<file path="src/rtl/cbc_pkg.sv">
// cbc_pkg: shared types, constants and state codes for the color blob centroid block
// no dependencies; imported by every module of the block
`timescale 1ns / 1ps

package cbc_pkg;

    localparam int NUM_COLORS   = 3;
    localparam int FRAME_WIDTH  = 40;
    localparam int COL_CENTER   = FRAME_WIDTH / 2;
    localparam int BIAS_SCALE   = 5;
    localparam int QUEUE_DEPTH  = 2;

    localparam int COUNT_W      = 11;
    localparam int SUM_W        = 16;
    localparam int PIX_W        = 8;
    localparam int COL_W        = 6;
    localparam int BIAS_W       = 8;
    localparam int QUO_W        = 7;
    localparam int REM_W        = 18;

    localparam logic [COL_W-1:0] COL_LAST = COL_W'(FRAME_WIDTH - 1);

    // color rule weights and thresholds
    localparam logic [12:0] RED_WR   = 13'd13;
    localparam logic [12:0] RED_WG   = 13'd19;
    localparam logic [12:0] RED_WB   = 13'd17;
    localparam logic [7:0]  RED_MIN  = 8'd104;
    localparam logic [12:0] GRN_WR   = 13'd16;
    localparam logic [12:0] GRN_WG   = 13'd12;
    localparam logic [12:0] GRN_WB   = 13'd14;
    localparam logic [7:0]  GRN_MIN  = 8'd92;
    localparam logic [7:0]  R_LIMIT  = 8'd160;
    localparam logic [7:0]  B_LIMIT  = 8'd200;
    localparam logic [7:0]  G_LIMIT  = 8'd200;
    localparam logic [7:0]  BLU_MIN  = 8'd96;
    localparam logic [8:0]  BLU_GAP  = 9'd20;

    localparam int C_RED   = 0;
    localparam int C_GREEN = 1;
    localparam int C_BLUE  = 2;

    typedef logic [COUNT_W-1:0] t_count;
    typedef logic [SUM_W-1:0]   t_sum;

    typedef struct packed {
        logic [NUM_COLORS-1:0][COUNT_W-1:0] count;
        logic [NUM_COLORS-1:0][SUM_W-1:0]   sum;
    } t_snap;

    typedef enum logic [1:0] {
        S_IDLE,
        S_PREP,
        S_DIV,
        S_DONE
    } t_back_state;

endpackage

</file>
<file path="src/rtl/cbc_front.sv">
// cbc_front: pixel color classification and per-color count / column sum accumulation
// depends on cbc_pkg; pushes one accumulator snapshot per frame into the queue
`timescale 1ns / 1ps

module cbc_front
    import cbc_pkg::*;
(
    input  logic             i_clk,
    input  logic             i_rst_n,
    input  logic             i_accept,
    input  logic [PIX_W-1:0] i_red,
    input  logic [PIX_W-1:0] i_green,
    input  logic [PIX_W-1:0] i_blue,
    input  logic [COL_W-1:0] i_column,
    input  logic             i_frame_end,
    output logic             o_push,
    output t_snap            o_snap
);

    t_count r_count [NUM_COLORS];
    t_sum   r_sum   [NUM_COLORS];

    logic [NUM_COLORS-1:0] hit;
    logic [COL_W-1:0]      col_c;
    logic [12:0]           r13, g13, b13;
    t_count                upd_count [NUM_COLORS];
    t_sum                  upd_sum   [NUM_COLORS];

    always_comb begin
        r13 = {5'd0, i_red};
        g13 = {5'd0, i_green};
        b13 = {5'd0, i_blue};
        col_c = (i_column > COL_LAST) ? COL_LAST : i_column;

        hit[C_RED] = (i_red >= RED_MIN) && (r13 * RED_WR >= g13 * RED_WG)
                     && (r13 * RED_WR >= b13 * RED_WB);
        hit[C_GREEN] = (i_green >= GRN_MIN) && (i_red < R_LIMIT) && (i_blue < B_LIMIT)
                       && (g13 * GRN_WG >= r13 * GRN_WR)
                       && (g13 * GRN_WG >= b13 * GRN_WB);
        hit[C_BLUE] = (i_blue >= BLU_MIN) && (i_red < R_LIMIT) && (i_green < G_LIMIT)
                      && ({1'b0, i_blue} >= {1'b0, i_red} + BLU_GAP)
                      && ({1'b0, i_blue} > {1'b0, i_green} + BLU_GAP);
    end

    always_comb begin
        logic [SUM_W:0] sum_nx;
        for (int c = 0; c < NUM_COLORS; c++) begin
            sum_nx = {1'b0, r_sum[c]} + (SUM_W+1)'(col_c);
            if (hit[c] && (r_count[c] != {COUNT_W{1'b1}}) && !sum_nx[SUM_W]) begin
                upd_count[c] = r_count[c] + COUNT_W'(1);
                upd_sum[c]   = sum_nx[SUM_W-1:0];
            end else begin
                upd_count[c] = r_count[c];
                upd_sum[c]   = r_sum[c];
            end
        end
    end

    always_comb begin
        for (int c = 0; c < NUM_COLORS; c++) begin
            o_snap.count[c] = upd_count[c];
            o_snap.sum[c]   = upd_sum[c];
        end
    end

    assign o_push = i_accept && i_frame_end;

    always_ff @(posedge i_clk) begin
        if (!i_rst_n) begin
            for (int c = 0; c < NUM_COLORS; c++) begin
                r_count[c] <= '0;
                r_sum[c]   <= '0;
            end
        end else if (i_accept) begin
            for (int c = 0; c < NUM_COLORS; c++) begin
                r_count[c] <= i_frame_end ? '0 : upd_count[c];
                r_sum[c]   <= i_frame_end ? '0 : upd_sum[c];
            end
        end
    end

endmodule

</file>
<file path="src/rtl/cbc_queue.sv">
// cbc_queue: small register queue of frame snapshots between front and back
// depends on cbc_pkg for the snapshot type
`timescale 1ns / 1ps

module cbc_queue
    import cbc_pkg::*;
#(
    parameter int DEPTH = QUEUE_DEPTH
) (
    input  logic  i_clk,
    input  logic  i_rst_n,
    input  logic  i_push,
    input  t_snap i_data,
    input  logic  i_pop,
    output t_snap o_data,
    output logic  o_full,
    output logic  o_empty
);

    localparam int PW = (DEPTH > 1) ? $clog2(DEPTH) : 1;
    localparam int CW = $clog2(DEPTH + 1);

    t_snap          r_mem [DEPTH];
    logic [PW-1:0]  r_wr_ptr;
    logic [PW-1:0]  r_rd_ptr;
    logic [CW-1:0]  r_cnt;

    assign o_full  = (r_cnt == CW'(DEPTH));
    assign o_empty = (r_cnt == '0);
    assign o_data  = r_mem[r_rd_ptr];

    always_ff @(posedge i_clk) begin
        if (i_push) begin
            r_mem[r_wr_ptr] <= i_data;
        end
    end

    always_ff @(posedge i_clk) begin
        if (!i_rst_n) begin
            r_wr_ptr <= '0;
            r_rd_ptr <= '0;
            r_cnt    <= '0;
        end else begin
            if (i_push) begin
                r_wr_ptr <= (r_wr_ptr == PW'(DEPTH - 1)) ? '0 : r_wr_ptr + PW'(1);
            end
            if (i_pop) begin
                r_rd_ptr <= (r_rd_ptr == PW'(DEPTH - 1)) ? '0 : r_rd_ptr + PW'(1);
            end
            case ({i_push, i_pop})
                2'b10:   r_cnt <= r_cnt + CW'(1);
                2'b01:   r_cnt <= r_cnt - CW'(1);
                default: r_cnt <= r_cnt;
            endcase
        end
    end

`ifndef SYNTH
    a_no_overflow: assert property (@(posedge i_clk) disable iff (!i_rst_n)
        !(i_push && o_full && !i_pop))
        else $error("queue push while full");
    a_no_underflow: assert property (@(posedge i_clk) disable iff (!i_rst_n)
        !(i_pop && o_empty))
        else $error("queue pop while empty");
    a_cnt_bound: assert property (@(posedge i_clk) disable iff (!i_rst_n)
        r_cnt <= CW'(DEPTH))
        else $error("queue count above depth");
`endif

endmodule

</file>
<file path="src/rtl/cbc_back.sv">
// cbc_back: per-frame bias computation with a shared restoring divider and result register
// depends on cbc_pkg; takes snapshots from cbc_queue
`timescale 1ns / 1ps

module cbc_back
    import cbc_pkg::*;
(
    input  logic                     i_clk,
    input  logic                     i_rst_n,
    input  logic                     i_q_empty,
    input  t_snap                    i_q_data,
    output logic                     o_q_pop,
    output logic                     o_valid,
    input  logic                     i_ready,
    output logic [COUNT_W-1:0]       o_mass_red,
    output logic signed [BIAS_W-1:0] o_bias_red,
    output logic [COUNT_W-1:0]       o_mass_green,
    output logic signed [BIAS_W-1:0] o_bias_green,
    output logic [COUNT_W-1:0]       o_mass_blue,
    output logic signed [BIAS_W-1:0] o_bias_blue
);

    t_back_state        r_state, n_state;
    t_snap              r_snap,  n_snap;
    logic [1:0]         r_idx,   n_idx;
    logic [2:0]         r_step,  n_step;
    logic [REM_W-1:0]   r_rem,   n_rem;
    logic [QUO_W-1:0]   r_quo,   n_quo;
    logic               r_neg,   n_neg;
    t_count             r_div,   n_div;
    logic [BIAS_W-1:0]  r_bias [NUM_COLORS];
    logic [BIAS_W-1:0]  n_bias [NUM_COLORS];
    logic               r_out_valid, n_out_valid;
    t_count             r_mass_out [NUM_COLORS];
    t_count             n_mass_out [NUM_COLORS];
    logic [BIAS_W-1:0]  r_bias_out [NUM_COLORS];
    logic [BIAS_W-1:0]  n_bias_out [NUM_COLORS];

    logic                    out_load;
    logic                    sel_pulse;

    always_ff @(posedge i_clk) begin
        if (!i_rst_n) begin
            r_state     <= S_IDLE;
            r_out_valid <= 1'b0;
        end else begin
            r_state     <= n_state;
            r_out_valid <= n_out_valid;
        end
    end

    always_ff @(posedge i_clk) begin
        r_snap <= n_snap;
        r_idx  <= n_idx;
        r_step <= n_step;
        r_rem  <= n_rem;
        r_quo  <= n_quo;
        r_neg  <= n_neg;
        r_div  <= n_div;
        for (int c = 0; c < NUM_COLORS; c++) begin
            r_bias[c]     <= n_bias[c];
            r_mass_out[c] <= n_mass_out[c];
            r_bias_out[c] <= n_bias_out[c];
        end
    end

    always_comb begin
        t_count             cnt;
        t_sum               sum;
        logic [REM_W-1:0]   cn;
        logic signed [19:0] d5;
        logic [19:0]        mag;
        logic [REM_W-1:0]   trial;
        logic [QUO_W-1:0]   quo_nx;
        logic [BIAS_W-1:0]  qb;

        n_state     = r_state;
        n_snap      = r_snap;
        n_idx       = r_idx;
        n_step      = r_step;
        n_rem       = r_rem;
        n_quo       = r_quo;
        n_neg       = r_neg;
        n_div       = r_div;
        n_out_valid = r_out_valid;
        for (int c = 0; c < NUM_COLORS; c++) begin
            n_bias[c]     = r_bias[c];
            n_mass_out[c] = r_mass_out[c];
            n_bias_out[c] = r_bias_out[c];
        end
        o_q_pop  = 1'b0;
        out_load = 1'b0;

        cnt   = r_snap.count[r_idx];
        sum   = r_snap.sum[r_idx];
        cn    = REM_W'(cnt) * REM_W'(COL_CENTER);
        d5    = 20'(signed'({2'b00, sum} - cn)) * 20'sd5;
        mag   = d5[19] ? 20'(-d5) : 20'(d5);
        trial = REM_W'(r_div) << r_step;
        quo_nx = r_quo;
        qb     = '0;

        if (r_out_valid && i_ready) begin
            n_out_valid = 1'b0;
        end

        case (r_state)
            S_IDLE: begin
                if (!i_q_empty) begin
                    o_q_pop = 1'b1;
                    n_snap  = i_q_data;
                    n_idx   = 2'd0;
                    n_state = S_PREP;
                end
            end
            S_PREP: begin
                n_div  = cnt;
                n_neg  = d5[19];
                n_rem  = mag[REM_W-1:0];
                n_quo  = '0;
                n_step = 3'(QUO_W - 1);
                if (cnt == '0) begin
                    n_bias[r_idx] = '0;
                    if (r_idx == 2'(NUM_COLORS - 1)) begin
                        n_state = S_DONE;
                    end else begin
                        n_idx = r_idx + 2'd1;
                    end
                end else begin
                    n_state = S_DIV;
                end
            end
            S_DIV: begin
                if (r_rem >= trial) begin
                    n_rem          = r_rem - trial;
                    quo_nx[r_step] = 1'b1;
                end
                n_quo = quo_nx;
                if (r_step == 3'd0) begin
                    qb = {1'b0, quo_nx};
                    n_bias[r_idx] = r_neg ? 8'(-qb) : qb;
                    if (r_idx == 2'(NUM_COLORS - 1)) begin
                        n_state = S_DONE;
                    end else begin
                        n_idx   = r_idx + 2'd1;
                        n_state = S_PREP;
                    end
                end else begin
                    n_step = r_step - 3'd1;
                end
            end
            S_DONE: begin
                if (!r_out_valid || i_ready) begin
                    out_load    = 1'b1;
                    n_out_valid = 1'b1;
                    for (int c = 0; c < NUM_COLORS; c++) begin
                        n_mass_out[c] = r_snap.count[c];
                        n_bias_out[c] = r_bias[c];
                    end
                    n_state = S_IDLE;
                end
            end
            default: begin
                n_state = S_IDLE;
            end
        endcase
    end

    assign sel_pulse = out_load;

    assign o_valid      = r_out_valid;
    assign o_mass_red   = r_mass_out[C_RED];
    assign o_bias_red   = r_bias_out[C_RED];
    assign o_mass_green = r_mass_out[C_GREEN];
    assign o_bias_green = r_bias_out[C_GREEN];
    assign o_mass_blue  = r_mass_out[C_BLUE];
    assign o_bias_blue  = r_bias_out[C_BLUE];

`ifndef SYNTH
    a_div_nonzero: assert property (@(posedge i_clk) disable iff (!i_rst_n)
        (r_state == S_DIV) |-> (r_div != '0))
        else $error("divide with zero divisor");
    a_load_sets_valid: assert property (@(posedge i_clk) disable iff (!i_rst_n)
        sel_pulse |=> r_out_valid)
        else $error("result load lost");
    a_bias_range: assert property (@(posedge i_clk) disable iff (!i_rst_n)
        r_out_valid |-> (o_bias_red >= -8'sd100 && o_bias_red <= 8'sd100
                         && o_bias_green >= -8'sd100 && o_bias_green <= 8'sd100
                         && o_bias_blue >= -8'sd100 && o_bias_blue <= 8'sd100))
        else $error("bias out of range");
    a_empty_bias: assert property (@(posedge i_clk) disable iff (!i_rst_n)
        (r_out_valid && o_mass_red == '0) |-> (o_bias_red == '0))
        else $error("empty color with nonzero bias");
`endif

endmodule

</file>
<file path="src/rtl/color_blob_centroid.sv">
// color_blob_centroid: top level of the per-frame color blob center of mass block
// depends on cbc_pkg, cbc_front, cbc_queue and cbc_back
//
//   channel   direction  handshake           payload
//   pixel     in         i_valid / o_ready   i_red i_green i_blue i_column i_frame_end
//   result    out        o_valid / i_ready   o_mass_* o_bias_* (red, green, blue)
//
// one pixel transfer per cycle while the snapshot queue has room
// with the back idle, the frame-end snapshot is queued, popped, then run through one prep step per color
// plus 7 restoring divide steps per nonempty color before o_valid is registered
// o_ready drops only while the queue holds Q_DEPTH frames not yet started
// synchronous active-low reset clears accumulators, queue and result valid
`timescale 1ns / 1ps

module color_blob_centroid
    import cbc_pkg::*;
#(
    parameter int Q_DEPTH = QUEUE_DEPTH
) (
    input  logic                     i_clk,
    input  logic                     i_rst_n,
    input  logic                     i_valid,
    output logic                     o_ready,
    input  logic [PIX_W-1:0]         i_red,
    input  logic [PIX_W-1:0]         i_green,
    input  logic [PIX_W-1:0]         i_blue,
    input  logic [COL_W-1:0]         i_column,
    input  logic                     i_frame_end,
    output logic                     o_valid,
    input  logic                     i_ready,
    output logic [COUNT_W-1:0]       o_mass_red,
    output logic signed [BIAS_W-1:0] o_bias_red,
    output logic [COUNT_W-1:0]       o_mass_green,
    output logic signed [BIAS_W-1:0] o_bias_green,
    output logic [COUNT_W-1:0]       o_mass_blue,
    output logic signed [BIAS_W-1:0] o_bias_blue
);

    logic  push, pop, q_full, q_empty;
    t_snap push_snap, pop_snap;

    assign o_ready = !q_full;

    cbc_front u_front (
        .i_clk       (i_clk),
        .i_rst_n     (i_rst_n),
        .i_accept    (i_valid && !q_full),
        .i_red       (i_red),
        .i_green     (i_green),
        .i_blue      (i_blue),
        .i_column    (i_column),
        .i_frame_end (i_frame_end),
        .o_push      (push),
        .o_snap      (push_snap)
    );

    cbc_queue #(
        .DEPTH (Q_DEPTH)
    ) u_queue (
        .i_clk   (i_clk),
        .i_rst_n (i_rst_n),
        .i_push  (push),
        .i_data  (push_snap),
        .i_pop   (pop),
        .o_data  (pop_snap),
        .o_full  (q_full),
        .o_empty (q_empty)
    );

    cbc_back u_back (
        .i_clk        (i_clk),
        .i_rst_n      (i_rst_n),
        .i_q_empty    (q_empty),
        .i_q_data     (pop_snap),
        .o_q_pop      (pop),
        .o_valid      (o_valid),
        .i_ready      (i_ready),
        .o_mass_red   (o_mass_red),
        .o_bias_red   (o_bias_red),
        .o_mass_green (o_mass_green),
        .o_bias_green (o_bias_green),
        .o_mass_blue  (o_mass_blue),
        .o_bias_blue  (o_bias_blue)
    );

endmodule
</file>
<file path="config.mk">
export PLATFORM = sky130hd
export DESIGN_NAME = color_blob_centroid
export DESIGN_NICKNAME = d
export VERILOG_FILES = /design/src/rtl/cbc_pkg.sv /design/src/rtl/cbc_front.sv /design/src/rtl/cbc_queue.sv /design/src/rtl/cbc_back.sv /design/src/rtl/color_blob_centroid.sv
export SDC_FILE = /design/constraint.sdc
export NUM_CORES = 1
export LEC_CHECK = 0
export ABC_AREA = 1
export CORE_ASPECT_RATIO = 0.75
export CORE_MARGIN = 2
export CORE_UTILIZATION = 59
export DETAILED_ROUTE_END_ITERATION = 10
export DONT_BUFFER_PORTS = 1
export PLACE_DENSITY = 0.78
export SYNTH_ARGS = -nofsm -noshare
export SYNTH_HDL_FRONTEND = slang
export SYNTH_HIERARCHICAL = 1
export SYNTH_SLANG_ARGS = --single-unit
</file>
<file path="constraint.sdc">
create_clock -name i_clk -period 5.97 [get_ports i_clk]
set_clock_uncertainty 0.1 [all_clocks]
set_input_delay 1.194 -clock i_clk [delete_from_list [all_inputs] [get_ports i_clk]]
set_output_delay 1.194 -clock i_clk [all_outputs]
set_load 0.05 [all_outputs]
</file>
==> impl_metrics.json <==
{
  "critPathBufInv": 7,
  "dpl.cell_count": 3628,
  "critPathMaxStageDelay_ns": 0.44,
  "worstHoldPathCells": 0,
  "drc": 0,
  "grt_max_degree": 85,
  "wl_per_cell_um": 18.7,
  "status": "finished with violations",
  "rsz0062_at_grt": "true",
  "post_synth_num_cell_types": 65,
  "hpwl_um": 51100,
  "cts_tree": "done",
  "htreeDepth": 2,
  "synth_area_leaders": "edfxtp_1 46%, ha_1 11%, nand2_1 8.7%",
  "core-area_um2": 48700,
  "grt_pass1_wl_um": 108000,
  "cp_max_fo": 17,
  "ys_seq_elements": 455,
  "pin_count": 94,
  "async_flop_share_pct": 0,
  "synth-main-ff-cell": "edfxtp_1",
  "syn_inst": 2980,
  "min_period_ns": 6.06,
  "cts_buffer_depth": 3,
  "synth_top_area_share_pct": 46.2,
  "io_buffers": 0,
  "syn_area_per_cell_um2": 9.75,
  "gp_routability_congestion": 0.947,
  "insertion_delay_ns": 0.58,
  "drive_above_1_share_pct": 13.5,
  "netlist_top_cells_count": "670 x nand2_1, 447 x edfxtp_1, 370 x inv_1",
  "grt_pass1_vias": 20600,
  "ys_warn_count": 6,
  "hold_buffers": 0,
  "cts.sink_count": 455,
  "worstPathRequired_ns": 6.21,
  "diodes": 0,
  "nNetsFinal": 3353,
  "tightestPinTransition_ns": 1.16,
  "synth.most_common_cell": "nand2_1",
  "period_share_pct": 101,
  "critical-path-slowest-cell": "edfxtp_1",
  "grt_usage_pct": 26.8,
  "slew_headroom_pct": 22.9,
  "synth_top_family_by_area": "simple AND/OR/NAND/NOR gates",
  "timing.final.max_slew_violations": 0,
  "cp_num_cells": 33,
  "area_growth_pct": 9.95,
  "holdCritPathClass": "flip-flop to flip-flop",
  "drt_first_pass_iters": 5,
  "synth-xor-area-share_pct": 4.07,
  "synth_simple_gate_area_share_pct": 17.5,
  "violations": "setup timing",
  "die_w_um": 260,
  "cts_buffers": 44,
  "synthAdderAreaFrac_pct": 12.5,
  "syn_area_um2": 29000,
  "setup_ws_ns": -0.0895,
  "hold_viol": 0,
  "syn_nets": 3290,
  "maxCapViolCount": 0,
  "start_kind": "flip-flop",
  "post_layout_nonfiller_instances": 3726,
  "yosysSeqAreaShare_pct": 46.8,
  "drt-total-wl_um": 69800,
  "crit_type": "flip-flop to flip-flop",
  "via_per_inst": 5.74,
  "crit_family": "adder cells",
  "ff2ff_path_depth": 33,
  "synth.area.mux_share_pct": 4.21,
  "end_kind": "flip-flop",
  "num_rows": 70,
  "initial_core_util_pct": 59.6,
  "synth_compound_area_share_pct": 8.39,
  "clk_pin_slew_ns": 0.07,
  "synth_top_cell_by_area": "edfxtp_1",
  "synth-edff-count": 447,
  "vias": 21400,
  "cp.arrival_ns": 6.30,
  "drtAntennaViolNets": 0,
  "pre_cts_ws_ns": -0.269,
  "setup_viol": 16,
  "cts-root-buf": "clkbuf_16",
  "overflow": 0,
  "antenna_found_initial": 2,
  "fmax_ghz": 0.165,
  "dr.first_iter.drc_count": 1899,
  "chipHeight_um": 196,
  "dieArea_um2": 51000
}
==> placed cells by master, fill, tap and decap left out, drive strengths merged, types with 33 or more instances in the layout <==
cell / count
buf: 78
nor2: 207
xnor2: 47
xor2: 87
nand4: 52
nand3: 131
edfxtp: 447
nand2: 711
a21oi: 216
clkbuf: 47
inv: 383
o21ai: 152
mux2: 81
ha: 249
nor3: 33
==> cell type report <==
| cell class | instances | area (µm²) |
|---|---|---|
| timing repair buffer | 78 | 642 |
| inverter | 380 | 1440 |
| multi-input combinational | 2084 | 14000 |
| clock inverter | 34 | 327 |
| tap | 648 | 811 |
| sequential | 455 | 13600 |
| clock buffer | 47 | 1110 |
| fill | 3790 | 16800 |
==> worst paths after layout <==
path	from	endpoint	slack, ns
worst max-delay path	u_back/r_idx[0]	u_back/r_rem[3]	-0.09
worst max register to register	u_back/r_idx[0]	u_back/r_rem[3]	-0.09
worst min register to register	u_back/r_bias[0][0]	u_back/r_bias_out[0][0]	0.35
worst min-delay path	u_back/r_bias[0][0]	u_back/r_bias_out[0][0]	0.35
==> routing by layer <==
metal  wire [µm]  GRT usage (%)  vias up
li1            -              -    10300
met1       30300           37.1    10200
met2       32700           43.8      831
met3        4860           3.84      131
met4        2020           8.36        2
met5           8              0        -
==> sequential cells by signal (all words and copies together) (netlist names), 3 cells and up, named ones only <==
register / count
u_front/r_sum: 48
u_back/r_bias: 24
u_back/r_quo: 7
u_front/r_count: 33
u_queue/r_mem: 162
u_back/r_bias_out: 24
u_back/r_snap: 81
u_back/r_rem: 18
u_back/r_mass_out: 33
u_back/r_div: 11
u_back/r_step: 3
==> through the flow <==
| step | utilization, % | hold WS (ns) | setup TNS, ns | cell area, µm² |
|---|---|---|---|---|
| floorplan | - | 0.317 | 0 | 29000 |
| CTS | 64.5 | 0.353 | 0 | 31400 |
| global route | 65.6 | 0.365 | -6.74 | 31900 |
| finish | 65.6 | 0.353 | -0.654 | 31900 |
| detailed placement | 61.4 | 0.337 | -3.78 | 29900 |
| global placement | 61.4 | 0.330 | -0.373 | 29900 |
==> repair_timing <==
item	in CTS	in global routing
endpoints found under the setup margin	17	18
gates resized for setup	16	86
pin swaps	1	45
gates cloned	1	4
buffers inserted	2	10
==> kinds of logic (layout without fill, tap and decap cells) <==
group	Yosys count	count (layout)
flip-flops	455	455
AO/OA/AOI/OAI	429	429
XOR/XNOR	134	134
multiplexers	82	82
buffers and inverters	446	539
AND/OR/NAND/NOR	1159	1164
adder cells (fa/ha/maj)	275	275
Power is not shown: default switching activity piles up to over one toggle a cycle in this logic, so the estimate is an artifact.
